`src/rtl/smd_pkg.sv`:
```
`timescale 1ns / 1ps
// ----------------------------------------------------------------------------
// smd_pkg
// Shared types and constants for the serial message deframer.
// ----------------------------------------------------------------------------
package smd_pkg;

  localparam logic [7:0] SYNC_FIRST  = 8'h45;
  localparam logic [7:0] SYNC_SECOND = 8'h52;
  localparam logic [7:0] BYTE_ONES   = 8'hFF;

  typedef logic [1:0] kind_t;

  localparam kind_t KIND_BODY      = 2'd0;
  localparam kind_t KIND_FRAME_OK  = 2'd1;
  localparam kind_t KIND_BODY_ERR  = 2'd2;
  localparam kind_t KIND_HDR_ERR   = 2'd3;

  // one result produced by the parser for the byte presented this cycle
  typedef struct packed {
    logic       valid;
    kind_t      kind;
    logic [7:0] src_addr;
    logic [7:0] reg_num;
    logic [7:0] flag_bits;
    logic [7:0] body_length;
    logic [7:0] data_byte;
    logic [7:0] byte_index;
  } smd_result_t;

endpackage

```
`src/rtl/smd_in_if.sv`:
```
`timescale 1ns / 1ps
// ----------------------------------------------------------------------------
// smd_in_if
// Received byte channel: valid/ready handshake with one byte of payload.
// ----------------------------------------------------------------------------
interface smd_in_if;
  logic       valid;
  logic       ready;
  logic [7:0] rx_byte;

  modport source (output valid, output rx_byte, input ready);
  modport sink   (input valid, input rx_byte, output ready);
endinterface

```
`src/rtl/smd_out_if.sv`:
```
`timescale 1ns / 1ps
// ----------------------------------------------------------------------------
// smd_out_if
// Deframer result channel: valid/ready handshake with the frame result fields.
// ----------------------------------------------------------------------------
interface smd_out_if;
  logic       valid;
  logic       ready;
  logic [1:0] kind;
  logic [7:0] src_addr;
  logic [7:0] reg_num;
  logic [7:0] flag_bits;
  logic [7:0] body_length;
  logic [7:0] data_byte;
  logic [7:0] byte_index;

  modport source (output valid, output kind, output src_addr, output reg_num,
                  output flag_bits, output body_length, output data_byte,
                  output byte_index, input ready);
  modport sink   (input valid, input kind, input src_addr, input reg_num,
                  input flag_bits, input body_length, input data_byte,
                  input byte_index, output ready);
endinterface

```
`src/rtl/smd_parser.sv`:
```
`timescale 1ns / 1ps
// ----------------------------------------------------------------------------
// smd_parser
// Frame state machine: tracks the frame phase, header fields and checksums,
// and computes the result caused by the byte taken this cycle.
// ----------------------------------------------------------------------------
module smd_parser (
  input  logic                clk,
  input  logic                rst_n,
  input  logic                byte_fire,
  input  logic [7:0]          rx_byte,
  input  logic [7:0]          node_id,
  output smd_pkg::smd_result_t res
);
  import smd_pkg::*;

  localparam logic [3:0] PH_HUNT  = 4'd0;
  localparam logic [3:0] PH_SYNC2 = 4'd1;
  localparam logic [3:0] PH_SRC   = 4'd2;
  localparam logic [3:0] PH_DST   = 4'd3;
  localparam logic [3:0] PH_REG   = 4'd4;
  localparam logic [3:0] PH_FLAGS = 4'd5;
  localparam logic [3:0] PH_LEN   = 4'd6;
  localparam logic [3:0] PH_HCHK  = 4'd7;
  localparam logic [3:0] PH_BODY  = 4'd8;
  localparam logic [3:0] PH_BCHK  = 4'd9;

  logic [3:0] phase_r,      phase_nxt;
  logic [7:0] source_r,     source_nxt;
  logic [7:0] register_r,   register_nxt;
  logic [7:0] flags_r,      flags_nxt;
  logic [7:0] length_r,     length_nxt;
  logic [7:0] hdr_sum_r,    hdr_sum_nxt;
  logic [7:0] body_sum_r,   body_sum_nxt;
  logic [7:0] body_count_r, body_count_nxt;
  logic [7:0] count_inc;

  assign count_inc = body_count_r + 8'd1;

  always_comb begin
    phase_nxt      = phase_r;
    source_nxt     = source_r;
    register_nxt   = register_r;
    flags_nxt      = flags_r;
    length_nxt     = length_r;
    hdr_sum_nxt    = hdr_sum_r;
    body_sum_nxt   = body_sum_r;
    body_count_nxt = body_count_r;

    res.valid       = 1'b0;
    res.kind        = KIND_BODY;
    res.src_addr    = source_r;
    res.reg_num     = register_r;
    res.flag_bits   = flags_r;
    res.body_length = length_r;
    res.data_byte   = 8'd0;
    res.byte_index  = 8'd0;

    case (phase_r)
      PH_SYNC2: begin
        if (rx_byte == SYNC_SECOND) begin
          phase_nxt = PH_SRC;
        end else if (rx_byte == SYNC_FIRST) begin
          phase_nxt = PH_SYNC2;
        end else begin
          phase_nxt = PH_HUNT;
        end
      end
      PH_SRC: begin
        source_nxt  = rx_byte;
        hdr_sum_nxt = rx_byte;
        phase_nxt   = PH_DST;
      end
      PH_DST: begin
        // frame for another node is dropped without a result
        if (rx_byte != node_id) begin
          phase_nxt = PH_HUNT;
        end else begin
          hdr_sum_nxt = hdr_sum_r + rx_byte;
          phase_nxt   = PH_REG;
        end
      end
      PH_REG: begin
        register_nxt = rx_byte;
        hdr_sum_nxt  = hdr_sum_r + rx_byte;
        phase_nxt    = PH_FLAGS;
      end
      PH_FLAGS: begin
        flags_nxt   = rx_byte;
        hdr_sum_nxt = hdr_sum_r + rx_byte;
        phase_nxt   = PH_LEN;
      end
      PH_LEN: begin
        length_nxt  = rx_byte;
        hdr_sum_nxt = hdr_sum_r + rx_byte;
        phase_nxt   = PH_HCHK;
      end
      PH_HCHK: begin
        if (rx_byte != (hdr_sum_r ^ BYTE_ONES)) begin
          phase_nxt = PH_HUNT;
          res.valid = 1'b1;
          res.kind  = KIND_HDR_ERR;
        end else begin
          body_sum_nxt   = 8'd0;
          body_count_nxt = 8'd0;
          // empty body closes the frame without a body check byte
          if (length_r == 8'd0) begin
            phase_nxt = PH_HUNT;
            res.valid = 1'b1;
            res.kind  = KIND_FRAME_OK;
          end else begin
            phase_nxt = PH_BODY;
          end
        end
      end
      PH_BODY: begin
        res.valid      = 1'b1;
        res.kind       = KIND_BODY;
        res.data_byte  = rx_byte;
        res.byte_index = body_count_r;
        body_sum_nxt   = body_sum_r + rx_byte;
        body_count_nxt = count_inc;
        if (count_inc == length_r) begin
          phase_nxt = PH_BCHK;
        end
      end
      PH_BCHK: begin
        phase_nxt = PH_HUNT;
        res.valid = 1'b1;
        res.kind  = (rx_byte == (body_sum_r ^ BYTE_ONES)) ? KIND_FRAME_OK : KIND_BODY_ERR;
      end
      default: begin
        phase_nxt = (rx_byte == SYNC_FIRST) ? PH_SYNC2 : PH_HUNT;
      end
    endcase
  end

  always_ff @(posedge clk) begin
    if (!rst_n) begin
      phase_r <= PH_HUNT;
    end else if (byte_fire) begin
      phase_r <= phase_nxt;
    end
  end

  // header and sum registers are always written before a frame reads them
  always_ff @(posedge clk) begin
    if (byte_fire) begin
      source_r     <= source_nxt;
      register_r   <= register_nxt;
      flags_r      <= flags_nxt;
      length_r     <= length_nxt;
      hdr_sum_r    <= hdr_sum_nxt;
      body_sum_r   <= body_sum_nxt;
      body_count_r <= body_count_nxt;
    end
  end

  a_body_count_below_length: assert property (@(posedge clk) disable iff (!rst_n)
    (phase_r == PH_BODY) |-> (body_count_r < length_r))
    else $error("body count reached declared length while still in body");

  a_body_check_after_full_body: assert property (@(posedge clk) disable iff (!rst_n)
    (phase_r == PH_BCHK) |-> (body_count_r == length_r && length_r != 8'd0))
    else $error("body check phase entered with incomplete body");

  a_result_only_late_phases: assert property (@(posedge clk) disable iff (!rst_n)
    res.valid |-> (phase_r == PH_HCHK || phase_r == PH_BODY || phase_r == PH_BCHK))
    else $error("result produced outside header check, body or body check");

endmodule

```
`src/rtl/serial_message_deframer_core.sv`:
```
`timescale 1ns / 1ps
// ----------------------------------------------------------------------------
// serial_message_deframer_core
// Recovers addressed frames from a received byte stream and reports body
// bytes, frame completion, header check errors and body check errors.
// ----------------------------------------------------------------------------
// One received byte is taken per clock while in_ch.ready is high. Each byte
// goes through the frame state machine in the cycle it is accepted and its
// result, if any, is stored in out_r. in_ch.ready is high whenever the
// output register is empty or its transaction completes in the same cycle,
// so with out_ch.ready held high the block sustains one byte per cycle.
// node_id is written through cfg_wr_en/cfg_wr_data and compared against the
// destination byte of each frame.
module serial_message_deframer_core (
  input  logic             clk,
  input  logic             rst_n,
  smd_in_if.sink           in_ch,
  smd_out_if.source        out_ch,
  input  logic             cfg_wr_en,
  input  logic [7:0]       cfg_wr_data
);
  import smd_pkg::*;

  logic        in_fire;
  logic [7:0]  node_id_r;
  logic        out_valid_r, out_valid_nxt;
  smd_result_t step_res;
  smd_result_t out_r;

  assign in_ch.ready = !out_valid_r || out_ch.ready;
  assign in_fire     = in_ch.valid && in_ch.ready;

  smd_parser u_parser (
    .clk       (clk),
    .rst_n     (rst_n),
    .byte_fire (in_fire),
    .rx_byte   (in_ch.rx_byte),
    .node_id   (node_id_r),
    .res       (step_res)
  );

  always_ff @(posedge clk) begin
    if (!rst_n) begin
      node_id_r <= 8'd0;
    end else if (cfg_wr_en) begin
      node_id_r <= cfg_wr_data;
    end
  end

  always_comb begin
    if (in_fire) begin
      out_valid_nxt = step_res.valid;
    end else begin
      out_valid_nxt = out_valid_r && !out_ch.ready;
    end
  end

  always_ff @(posedge clk) begin
    if (!rst_n) begin
      out_valid_r <= 1'b0;
    end else begin
      out_valid_r <= out_valid_nxt;
    end
  end

  always_ff @(posedge clk) begin
    if (in_fire && step_res.valid) begin
      out_r <= step_res;
    end
  end

  assign out_ch.valid       = out_valid_r;
  assign out_ch.kind        = out_r.kind;
  assign out_ch.src_addr    = out_r.src_addr;
  assign out_ch.reg_num     = out_r.reg_num;
  assign out_ch.flag_bits   = out_r.flag_bits;
  assign out_ch.body_length = out_r.body_length;
  assign out_ch.data_byte   = out_r.data_byte;
  assign out_ch.byte_index  = out_r.byte_index;

  a_no_overwrite: assert property (@(posedge clk) disable iff (!rst_n)
    (out_valid_r && !out_ch.ready) |-> !in_fire)
    else $error("input transaction accepted while a stalled result is pending");

  a_non_body_fields_zero: assert property (@(posedge clk) disable iff (!rst_n)
    (out_valid_r && out_r.kind != KIND_BODY) |->
      (out_r.data_byte == 8'd0 && out_r.byte_index == 8'd0))
    else $error("frame status result carries body byte fields");

  a_reset_clears_output: assert property (@(posedge clk)
    !rst_n |=> !out_valid_r)
    else $error("output valid after reset");

  a_result_needs_input: assert property (@(posedge clk) disable iff (!rst_n)
    (!out_valid_r && !in_fire) |=> !out_valid_r)
    else $error("result appeared without an accepted input transaction");

endmodule
```
`src/flat_wrapper.sv`:
```
// flat-port wrapper written by rule: the top's interface ports become plain ports
module serial_message_deframer_core_flat import smd_pkg::*;
  (clk, rst_n, cfg_wr_en, cfg_wr_data, in_ch_valid, in_ch_rx_byte, in_ch_ready, out_ch_valid, out_ch_kind, out_ch_src_addr, out_ch_reg_num, out_ch_flag_bits, out_ch_body_length, out_ch_data_byte, out_ch_byte_index, out_ch_ready);
  smd_in_if in_ch_i ();
  smd_out_if out_ch_i ();
  input  logic clk;
  input  logic rst_n;
  input  logic cfg_wr_en;
  input  logic [7:0] cfg_wr_data;
  input wire logic [$bits(in_ch_i.valid)-1:0] in_ch_valid;
  input wire logic [$bits(in_ch_i.rx_byte)-1:0] in_ch_rx_byte;
  output wire logic [$bits(in_ch_i.ready)-1:0] in_ch_ready;
  output wire logic [$bits(out_ch_i.valid)-1:0] out_ch_valid;
  output wire logic [$bits(out_ch_i.kind)-1:0] out_ch_kind;
  output wire logic [$bits(out_ch_i.src_addr)-1:0] out_ch_src_addr;
  output wire logic [$bits(out_ch_i.reg_num)-1:0] out_ch_reg_num;
  output wire logic [$bits(out_ch_i.flag_bits)-1:0] out_ch_flag_bits;
  output wire logic [$bits(out_ch_i.body_length)-1:0] out_ch_body_length;
  output wire logic [$bits(out_ch_i.data_byte)-1:0] out_ch_data_byte;
  output wire logic [$bits(out_ch_i.byte_index)-1:0] out_ch_byte_index;
  input wire logic [$bits(out_ch_i.ready)-1:0] out_ch_ready;
  assign in_ch_i.valid = in_ch_valid;
  assign in_ch_i.rx_byte = in_ch_rx_byte;
  assign in_ch_ready = in_ch_i.ready;
  assign out_ch_valid = out_ch_i.valid;
  assign out_ch_kind = out_ch_i.kind;
  assign out_ch_src_addr = out_ch_i.src_addr;
  assign out_ch_reg_num = out_ch_i.reg_num;
  assign out_ch_flag_bits = out_ch_i.flag_bits;
  assign out_ch_body_length = out_ch_i.body_length;
  assign out_ch_data_byte = out_ch_i.data_byte;
  assign out_ch_byte_index = out_ch_i.byte_index;
  assign out_ch_i.ready = out_ch_ready;
  serial_message_deframer_core u_core (.clk(clk), .rst_n(rst_n), .in_ch(in_ch_i), .out_ch(out_ch_i), .cfg_wr_en(cfg_wr_en), .cfg_wr_data(cfg_wr_data));
endmodule
```
`config.mk`:
```
export PLATFORM = sky130hd
export DESIGN_NAME = serial_message_deframer_core_flat
export DESIGN_NICKNAME = d
export VERILOG_FILES = /design/src/rtl/smd_pkg.sv /design/src/rtl/smd_in_if.sv /design/src/rtl/smd_out_if.sv /design/src/rtl/smd_parser.sv /design/src/rtl/serial_message_deframer_core.sv /design/src/flat_wrapper.sv
export SDC_FILE = /design/constraint.sdc
export NUM_CORES = 1
export LEC_CHECK = 0
export ABC_AREA = 1
export BUFFER_PORTS_ARGS = -buffer_cell sky130_fd_sc_hd__buf_2
export CAP_MARGIN = 20
export CORE_UTILIZATION = 31
export DETAILED_ROUTE_END_ITERATION = 7
export GPL_TIMING_DRIVEN = 0
export HOLD_SLACK_MARGIN = 0.15
export PLACE_DENSITY_LB_ADDON = 0.1
export SLEW_MARGIN = 0
export SYNTH_ARGS = -nofsm -noshare
export SYNTH_HDL_FRONTEND = slang
export SYNTH_SLANG_ARGS = --single-unit
```
`constraint.sdc`:
```
create_clock -name clk -period 7.1 [get_ports clk]
set_input_delay 1.42 -clock clk [delete_from_list [all_inputs] [get_ports clk]]
set_output_delay 1.42 -clock clk [all_outputs]
set_load 0.02 [all_outputs]
```
==> results.toml, run 1 <==
[outcome]
status = "completed"

[synthesis]
synth.avg_cell_area_um2 = 11.32
synth_fp_nets = 499
ys.flop_type = "edfxtp_1"
async_flop_share_pct = 0
synthCells = 461
synth_edf_count = 106
ys_types = 36
ys_ff_latch = 119
yosysWarnings = 0
yosysSeqAreaShare_pct = 65.96
synthesis.area_um2 = 5220

[placement]
post_dp_cell_area_um2 = 5932
gp_congestion = 0.8360
dpl.hpwl_um = 8122
portBuffers = 72

[sta]
worst_clock_skew_ps = 4.763
fin_tns_setup_ps = 0
fin_crit_ps = 3425
hold_slack_ps = 414.0
rsz0062_at_grt = "false"
setup_viol = 0
finalHoldViolCount = 0
clock.fmax_ghz = 0.2920
maxSlewViolCount = 0
slew-limit-headroom_pct = 40.80
fin_crit_sh_pct = 48.24
worst_slew_pin_slew_ps = 884.7

[critical_path]
critPathSlowestCell = "inv_2"
cpPeakStageDelay_ps = 520
critical-path-top-delay-family = "buffers and inverters"
crit_type = "primary input to flop"
reg2reg_depth = 8
crit_buf_inv = 3
r2r-start = "u_core.u_parser.length_r[3]"
crit_chain = "buf_2, ha_1, nand4_1, nor2_1, nand4_1, o21ai_0, nand2_1, nand2_1, inv_2, buf_16"
critical_path_arrival_ps = 3540
crit_path_end_kind = "flop"
crit_fanout = 26
timing.rr.end = "u_core.out_ch.reg_num[1]"
startpoint_type = "primary input"
r2r_slack_ps = 4530
worst_ep_required_time_ps = 7210

[job]
drv_cap = 0

[finish]
regArea_um2 = 3443
layout-drive-gt1-share_pct = 22.81
n_antenna_cell = 0
nets = 595
fillerInstances = 1607
utilization_pct = 39.40
finalInstanceArea_um2 = 6511
syn_to_final_growth_pct = 24.74
multi_input_area_um2 = 1549

[floorplan]
start_util_pct = 31.59
io_pins = 73
dieArea_um2 = 17360
rows = 47
die_width_um = 131.8
die_height_um = 131.8
core_area_um2 = 16520

[pwr]
vdd_drop_max_mv = 0.1652
powerDensity_nw_per_um2 = 261.8
power_leakage_nw = 2.543
total_power_mw = 1.704

[drt]
via_per_inst = 4.456
vias = 3520
drcViolationCount = 0
ant_nets = 0
firstDrtPassIters = 4
drt_wl_total_um = 11680
first_iter_violations = 157
wire_per_inst_um = 14.78

[grt]
grt_pass1_wl_um = 18620
grt_overflow_total = 0
grt_usage_pct = 14.46
grt_pass1_vias = 3449
antenna_found_initial = 0
grt_max_degree = 27

[clocking]
clock-sinks = 119
htree_levels = 4
numCtsBuffers = 17
postCtsSetupBuffers = 0
insertion_delay_ps = 410
clockBufferDepth = 2
cts_resized = 0
clkSlewWorstSetupHoldPaths_ps = 60
cts_hold_repair.buffers = 0
clockRootBuffer = "clkbuf_16"
cts_tree = "built"

[worst_hold_path]
hold_end = "u_core.out_ch.reg_num[7]"
worstHoldPathType = "flop to flop"
holdPathStages = 0
min-delay-start = "u_core.u_parser.register_r[7]"
sequential cells by signal, indices dropped and copies added (netlist names):
signal                        count
u_core.out_ch.body_length         8
u_core.out_ch.flag_bits           8
u_core.u_parser.source_r          8
u_core.out_ch.data_byte           8
u_core.u_parser.phase_r           4
u_core.out_ch.reg_num             8
u_core.out_ch.byte_index          8
u_core.out_ch.valid               1
u_core.u_parser.register_r        8
u_core.u_parser.hdr_sum_r         8
u_core.u_parser.flags_r           8
u_core.node_id_r                  8
u_core.out_ch.kind                2
u_core.out_ch.src_addr            8
u_core.u_parser.body_count_r      8
u_core.u_parser.length_r          8
u_core.u_parser.body_sum_r        8
final cells by class:
class | count | share of cell area, %
Timing Repair Buffer | 77 | 6.495
Inverter | 57 | 3.286
Clock buffer | 18 | 6.591
Multi-Input combinational cell | 279 | 23.79
Tap cell | 220 | 4.228
Buffer | 6 | 0.4228
Sequential cell | 119 | 52.88
Clock inverter | 14 | 2.306
how the worst max path moves through the flow:
stage                                              end  depth (start not counted)             start
after floorplan           u_core.out_ch.body_length[0]                          8  in_ch_rx_byte[3]
after global placement      u_core.out_ch.data_byte[7]                          9  in_ch_rx_byte[3]
after detailed placement    u_core.out_ch.data_byte[0]                         10  in_ch_rx_byte[3]
after CTS                     u_core.out_ch.reg_num[1]                         10  in_ch_rx_byte[3]
after global routing          u_core.out_ch.reg_num[1]                         10  in_ch_rx_byte[3]
final                         u_core.out_ch.reg_num[1]                         10  in_ch_rx_byte[3]
cell usage in the layout (no fill, tap or decap), drive strengths merged, types with 3 or more instances in the layout:
| cell type | instances |
|---|---|
| edfxtp | 106 |
| buf | 81 |
| nor2 | 74 |
| nand2 | 68 |
| inv | 60 |
| o21ai | 24 |
| a21oi | 23 |
| nand3 | 23 |
| clkbuf | 20 |
| ha | 15 |
| dfxtp | 13 |
| xnor2 | 12 |
| nand4 | 10 |
| clkinv | 6 |
| nor4 | 5 |
| nor3 | 5 |
| xor2 | 3 |
| clkinvlp | 3 |
per-stage QoR:
stage	cells	setup WS, ps
floorplan	461	3436
detailed placement	758	3202
global placement	753	2397
global route	790	3471
finish	790	3675
CTS	790	3636
report_power, final:
group / switching [mW] / internal, mW / total [mW]
registers: 0.00452 / 0.769 / 0.773
clock network: 0.323 / 0.519 / 0.842
logic: 0.0576 / 0.0316 / 0.0891
synthesized netlist by cell type (all sizes together), types with 3 or more instances:
master | count | area, um2
edfxtp | 106 | 3183
nor2 | 74 | 324.1
nand2 | 68 | 265.3
inv | 57 | 214.0
o21ai | 24 | 120.1
a21oi | 23 | 115.1
nand3 | 23 | 120.1
ha | 15 | 187.7
dfxtp | 13 | 260.3
xnor2 | 12 | 105.1
nand4 | 10 | 62.56
nor3 | 5 | 25.02
nor4 | 5 | 31.28
buf | 4 | 17.52
xor2 | 3 | 26.28
kinds of logic after synthesis:
kind of cell / count (synthesis) / synth area share [%]
adder cells (fa/ha/maj): 17 / 4.362
flip-flops: 119 / 65.96
XOR/XNOR: 15 / 2.517
AO/OA/AOI/OAI: 59 / 6.232
buffers and inverters: 63 / 4.626
AND/OR/NAND/NOR: 188 / 16.30
per-layer routing:
metal  vias up  global-route usage, %  wire, um
met5         -                      0         0
met4         0                  5.943       229
li1       1793                      -         -
met2        83                  21.84      5202
met3        20                  4.114       512
met1      1624                  19.50      5732
Note: power is estimated with default switching activity, not from simulation.
==> inputs of run 2 (changes only) <==
--- a/config.mk
+++ b/config.mk
@@ -5,7 +5,7 @@
 export SDC_FILE = /design/constraint.sdc
 export NUM_CORES = 1
 export LEC_CHECK = 0
-export ABC_AREA = 1
+export ABC_AREA = 0
 export BUFFER_PORTS_ARGS = -buffer_cell sky130_fd_sc_hd__buf_2
 export CAP_MARGIN = 20
 export CORE_UTILIZATION = 31
==> constraint.sdc (replaced) <==
create_clock -name clk -period 3 [get_ports clk]
set_input_delay 0.6 -clock clk [delete_from_list [all_inputs] [get_ports clk]]
set_output_delay 0.6 -clock clk [all_outputs]
set_load 0.02 [all_outputs]
==> run 2 against run 1 <==
  * Critical path depth shrank 2
  * Cell area shrank 0.48%
  * Non-clock buffer count grew 10
  * Count of clock-buffer cells in the layout grew 1
  * Synthesized cell count shrank 17%
  * Register-to-register slack lost 4000 ps
  * Power grew 130%
  * Via count shrank 6.3%
  * Global-route usage shrank 0.30 points
  * Cell count shrank 11%
  * Die area shrank 0.57%
  * Largest cell class unchanged
  * Setup slack lost 3300 ps
==> results.toml, run 2 <==
[synthesis]
synth_compound_area_share_pct = 6.991
ys_ff_latch = 119
yosysWarnings = 0
synth_area_leader_cell = "edfxtp_1"
synth_top_family_by_area = "simple AND/OR/NAND/NOR gates"
synth-xor-area-share_pct = 5.521
ys.flop_type = "edfxtp_1"
yosys.area_share.adder_pct = 4.388
synth_area_leaders = "edfxtp_1 (61%), dfxtp_1 (5.0%), ha_1 (3.6%)"
synth_mux_area_share_pct = 1.736
ys_types = 51
async_flop_share_pct = 0
synthTopCellsByCount = "edfxtp_1 (106), nor2_1 (25), nand2_1 (23)"
synth_fp_nets = 420
synthesis.area_um2 = 5190
yosysSeqAreaShare_pct = 66.35
yosys.area_share.simple_pct = 12.85
synthMostInstantiatedCell = "edfxtp_1"
synth.avg_cell_area_um2 = 13.59
synth_edf_count = 106
synthCells = 382
synth_top_area_share_pct = 61.33

[critical_path]
crit_path_end_kind = "flop"
worst_ep_required_time_ps = 3150
startpoint_type = "primary input"
cpPeakStageDelay_ps = 410
r2r-start = "u_core.u_parser.hdr_sum_r[2]"
crit_chain = "buf_2, ha_1, nand2_1, nor4_2, a21oi_1, a21oi_1, nor2_4, buf_12"
critical_path_arrival_ps = 2730
cpMostUsedCell = "a21oi_1"
timing.rr.end = "u_core.out_ch.reg_num[0]"
setup.worst_path.start = "in_ch_rx_byte[2]"
crit_type = "primary input to flop"
crit_fanout = 36
critPathSlowestCell = "nor4_2"
reg2reg_depth = 7
r2r_slack_ps = 520

[clocking]
clock-sinks = 119
postCtsSetupBuffers = 0
numCtsBuffers = 17
clockBufferDepth = 2
clockRootBuffer = "clkbuf_16"
htree_levels = 4
cts_hold_repair.buffers = 0
clkSlewWorstSetupHoldPaths_ps = 50
cts_resized = 0
cts_tree = "built"
insertion_delay_ps = 410

[sta]
setup_viol = 0
worst_slew_pin_slew_ps = 1004
fin_crit_sh_pct = 86.04
slew-limit-headroom_pct = 32.75
finalHoldViolCount = 0
fin_crit_ps = 2581
rsz0062_at_grt = "false"
hold_slack_ps = 412.6
clock.fmax_ghz = 0.3874
maxSlewViolCount = 0
worst_clock_skew_ps = 13.93

[drt]
drt_wl_total_um = 11500
ant_nets = 0
via_per_inst = 4.677
firstDrtPassIters = 4
first_iter_violations = 156
vias = 3297
wire_per_inst_um = 16.32
drcViolationCount = 0

[worst_hold_path]
hold_end = "u_core.out_ch.flag_bits[2]"
min-delay-start = "u_core.u_parser.flags_r[2]"
holdPathStages = 0
worstHoldPathType = "flop to flop"

[grt]
grt_pass1_vias = 3199
grt_pass1_wl_um = 18060
grt_overflow_total = 0
grt_usage_pct = 14.16
use_met1_pct = 18.43
grt_util_met2_pct = 22.34
grt_max_degree = 37
antenna_found_initial = 0
gr-usage-met3_pct = 4.051
top_usage_layer = "met2"

[pwr]
power_leakage_nw = 2.446
powerDensity_nw_per_um2 = 613.7
vdd_drop_max_mv = 0.3720

[floorplan]
die_width_um = 131.4
rows = 46
start_util_pct = 32.20
core_area_um2 = 16120
dieArea_um2 = 17260
io_pins = 73
die_height_um = 131.4

[placement]
dpl.hpwl_um = 7868
portBuffers = 71
gp_congestion = 0.7952
dp_cells = 674

[finish]
fin_cells = 705
layout-drive-gt1-share_pct = 22.70
syn_to_final_growth_pct = 24.86
n_antenna_cell = 0
nets = 516
layout_commonest_cell = "edfxtp_1"
final_cell_mix = "edfxtp_1 (106), buf_2 (76), nor2_1 (24)"

[job]
drv_cap = 0

[outcome]
status = "completed"
==> run 2: changes by cell type in the layout (fill, tap and decap cells not counted), sizes merged, moves of 6 or more <==
cell    change
nor2       -49
inv        -47
nand2      -45
and3       +18
nand3      -13
a21oi      -12
clkbuf     +12
nor2b      +12
mux2i       +9
o21ai       -8
nand4       -6
nor3        +6
==> run 2: through the flow <==
step	cell area (um2)	setup WS [ps]	TNS [ps]	total power, mW	utilization (%)
after floorplan	5197	311.6	0	1.910	-
final	6480	418.9	0	3.977	40.21
after global routing	6480	312.4	0	4.113	40.21
after detailed placement	5884	-1.472	-19.97	1.967	36.51
after global placement	5823	-781.2	-32000	1.965	36.13
after CTS	6475	408.6	0	4.025	40.18
==> run 2: area by class of cell <==
cell class	instances	area, um2
plain buffers	16	63.81
clock buffers	19	432.9
clock inverters	11	157.7
fillers	1558	9635
inverters	13	48.80
multi-input cells	234	1652
flip-flops and latches	119	3443
well taps	216	270.3
repair buffers	77	411.6
==> run 2: kinds of logic after synthesis <==
logic type | count (synthesis)
flip-flops | 119
AO/OA/AOI/OAI | 55
AND/OR/NAND/NOR | 125
multiplexers | 9
adder cells (fa/ha/maj) | 17
XOR/XNOR | 28
buffers and inverters | 29
==> run 2: layer usage <==
metal / up-vias / wire length, um / part of all wire, %
li1: 1630 / - / -
met1: 1573 / 5427 / 47
met2: 82 / 5372 / 47
met3: 12 / 544 / 4.7
met4: 0 / 159 / 1.4
met5: - / 0 / 0
==> run 2: how the worst max path moves through the flow <==
stage                                         to  slack [ps]  depth (start not counted)
floorplan             u_core.u_parser.phase_r[3]         310                          7
global placement      u_core.u_parser.phase_r[3]        -780                          8
detailed placement      u_core.out_ch.reg_num[2]          -1                          8
CTS                   u_core.out_ch.flag_bits[3]         410                          8
global route        u_core.out_ch.body_length[5]         310                          8
finish                  u_core.out_ch.reg_num[0]         420                          8
==> run 2: worst max-delay path, delay by kind of cell <==
family          cells  cell delay [ps]
simple gates        3              710
compound gates      2              530
buf+inv             2              470
fa+ha+maj           1              400
==> run 2: report_power, final <==
group	internal (mW)	switching, mW
clock	1.37	0.678
combinational	0.0535	0.0788
sequential	1.79	0.00467
total	3.22	0.762
==> inputs of run 3 (changes only) <==
--- a/config.mk
+++ b/config.mk
@@ -8,11 +8,13 @@
 export ABC_AREA = 0
 export BUFFER_PORTS_ARGS = -buffer_cell sky130_fd_sc_hd__buf_2
 export CAP_MARGIN = 20
+export CORE_MARGIN = 3
 export CORE_UTILIZATION = 31
 export DETAILED_ROUTE_END_ITERATION = 7
 export GPL_TIMING_DRIVEN = 0
 export HOLD_SLACK_MARGIN = 0.15
 export PLACE_DENSITY_LB_ADDON = 0.1
+export SETUP_SLACK_MARGIN = 0.5
 export SLEW_MARGIN = 0
 export SYNTH_ARGS = -nofsm -noshare
 export SYNTH_HDL_FRONTEND = slang
==> run 3 against run 2 <==
  * Largest cell class unchanged
  * Critical endpoint is now u_core.u_parser.body_sum_r[6]
  * Critical path type unchanged
  * Clock skew shrank 6.2 ps
  * Core utilization rose by 0.71 points
  * Sequential power about the same
  * Largest power group unchanged
  * Register-to-register slack better by 260 ps
  * Global-route usage fell by 0.64 points
==> results.toml, run 3 (synthesis gave the netlist of run 2 again) <==
[drt]
via_per_inst = 4.554
wl_met2_um = 5159
wl_met3_um = 628
first_iter_violations = 189
ant_nets = 0
wire_per_inst_um = 16.53
firstDrtPassIters = 4
drt_wl_total_um = 11750
vias = 3238
drcViolationCount = 0
drt-met1-wl_um = 5652
top_layer_used = "met4"

[clocking]
clock-sinks = 119
clockBufferDepth = 2
clkSlewWorstSetupHoldPaths_ps = 60
htree_levels = 4
cts_tree = "built"
insertion_delay_ps = 400
clockRootBuffer = "clkbuf_16"
numCtsBuffers = 17

[pwr]
swShare_pct = 21.05
vdd_drop_max_mv = 0.3681
combPwrFrac_pct = 3.6
intPower_mw = 3.074
powerDensity_nw_per_um2 = 590.5
clkPwrFrac_pct = 50.2
switching_power_mw = 0.8196
total_power_mw = 3.894
p_seq_share_pct = 46.2
power_leakage_nw = 2.464

[finish]
fillerInstances = 1570
layout_commonest_cell = "edfxtp_1"
fin_cells = 711
layout-drive-gt1-share_pct = 26.06
n_antenna_cell = 0
syn_to_final_growth_pct = 27.05
final_cell_mix = "edfxtp_1 (106), buf_2 (75), nor2_1 (24)"
nets = 520
finalInstanceArea_um2 = 6594

[placement]
post_dp_cell_area_um2 = 5934
dp_cells = 672
dpl.hpwl_um = 7816
portBuffers = 71
gp_congestion = 0.7887

[critical_path]
cpPeakStageDelay_ps = 380
crit_chain = "buf_2, ha_1, inv_1, fa_1, nor2b_1, o21ai_0, a21oi_1, o21ai_0, a21boi_0, nor3_1"
crit_fanout = 12
critPathSlowestCell = "fa_1"
r2r-start = "u_core.out_ch.valid"
r2r_slack_ps = 780
reg2reg_depth = 5
startpoint_type = "primary input"
worst_ep_required_time_ps = 3140
crit_buf_inv = 2
critical_path_arrival_ps = 2430
cpMostUsedCell = "o21ai_0"
critical-path-top-delay-family = "compound AO/OA/AOI/OAI gates"
timing.rr.end = "u_core.u_parser.source_r[7]"
crit_path_end_kind = "flop"
crit_type = "primary input to flop"

[sta]
slew-limit-headroom_pct = 60.15
finalHoldViolCount = 0
clock.fmax_ghz = 0.4376
maxSlewViolCount = 0
worst_clock_skew_ps = 7.687
setup_viol = 0
hold_slack_ps = 413.5
rsz0062_at_grt = "false"
fin_crit_sh_pct = 76.18
worst_slew_pin_slew_ps = 589.3
fin_crit_ps = 2285

[grt]
grt_usage_pct = 13.52
grt_overflow_total = 0
antenna_found_initial = 0
grt_pass1_wl_um = 18480
grt_pass1_vias = 3304
grt_max_degree = 36

[floorplan]
die_width_um = 135.4
dieArea_um2 = 18330
rows = 46
core_area_um2 = 16120
io_pins = 73
die_height_um = 135.4
start_util_pct = 32.20

[worst_hold_path]
min-delay-start = "u_core.u_parser.register_r[6]"
holdPathStages = 0
worstHoldPathType = "flop to flop"
hold_end = "u_core.out_ch.reg_num[6]"

[outcome]
status = "completed"

[job]
drv_cap = 0
## run 3: cell count changes in the layout (fill, tap and decap cells not counted), moves of 2 or more
cell and delta:
ha_1 -5, buf_4 +3, ha_4 +5, inv_6 +2
clkinv_1 -2, clkbuf_1 -2, bufinv_16 -2, clkinv_4 +3
clkbuf_4 +2, clkinvlp_4 +2
## run 3: what timing repair did
item	in CTS	in global routing
pin swaps	0	2
resized for setup	2	2
setup buffers	0	5
endpoints found under the setup margin	25	38
hold buffers	0	0
## run 3: through the flow
step           setup TNS [ps]  setup WS, ps  utilization (%)
6_report                    0         714.7            40.92
3_5_place_dp            -1827        -178.9            36.82
5_1_grt                     0         536.9            40.92
4_1_cts                     0         475.2            40.50
3_3_place_gp           -17590        -327.7            36.62
2_1_floorplan               0         503.4                -
## run 3: worst max path at each step
stage | slack [ps] | from | cells past startpoint | to
2_1_floorplan | 500 | in_ch_rx_byte[1] | 6 | u_core.out_ch.body_length[0]
3_3_place_gp | -330 | in_ch_rx_byte[1] | 7 | u_core.out_ch.src_addr[3]
3_5_place_dp | -180 | in_ch_rx_byte[2] | 8 | u_core.u_parser.phase_r[3]
4_1_cts | 480 | u_core.out_ch.valid | 5 | u_core.u_parser.length_r[3]
5_1_grt | 540 | in_ch_rx_byte[0] | 10 | u_core.u_parser.body_sum_r[6]
6_report | 710 | in_ch_rx_byte[0] | 10 | u_core.u_parser.body_sum_r[6]
## run 3: final cells by class
class | instances | area (um2) | area share [%]
clock inverters | 15 | 153.9 | 2.334
plain buffers | 16 | 63.81 | 0.9677
repair buffers | 81 | 452.9 | 6.869
multi-input cells | 234 | 1735 | 26.32
well taps | 216 | 270.3 | 4.099
flip-flops and latches | 119 | 3443 | 52.22
inverters | 13 | 48.80 | 0.7400
clock buffers | 17 | 425.4 | 6.452
## run 3: power by group through the flow
stage                     Clock [mW]  Sequential [mW]  Combinational (mW)
after floorplan                    0             1.83              0.0833
final                           1.96             1.80               0.140
after detailed placement           0             1.83               0.142
after CTS                       2.00             1.80               0.143
after global placement             0             1.83               0.140
after global routing            2.08             1.80               0.161
## run 3: layer usage
layer  up-vias  global-route usage [%]
li1       1633                       -
met1      1492                   18.45
met2        89                   20.46
met3        24                   3.492
met4         0                   5.767
met5         -                       0
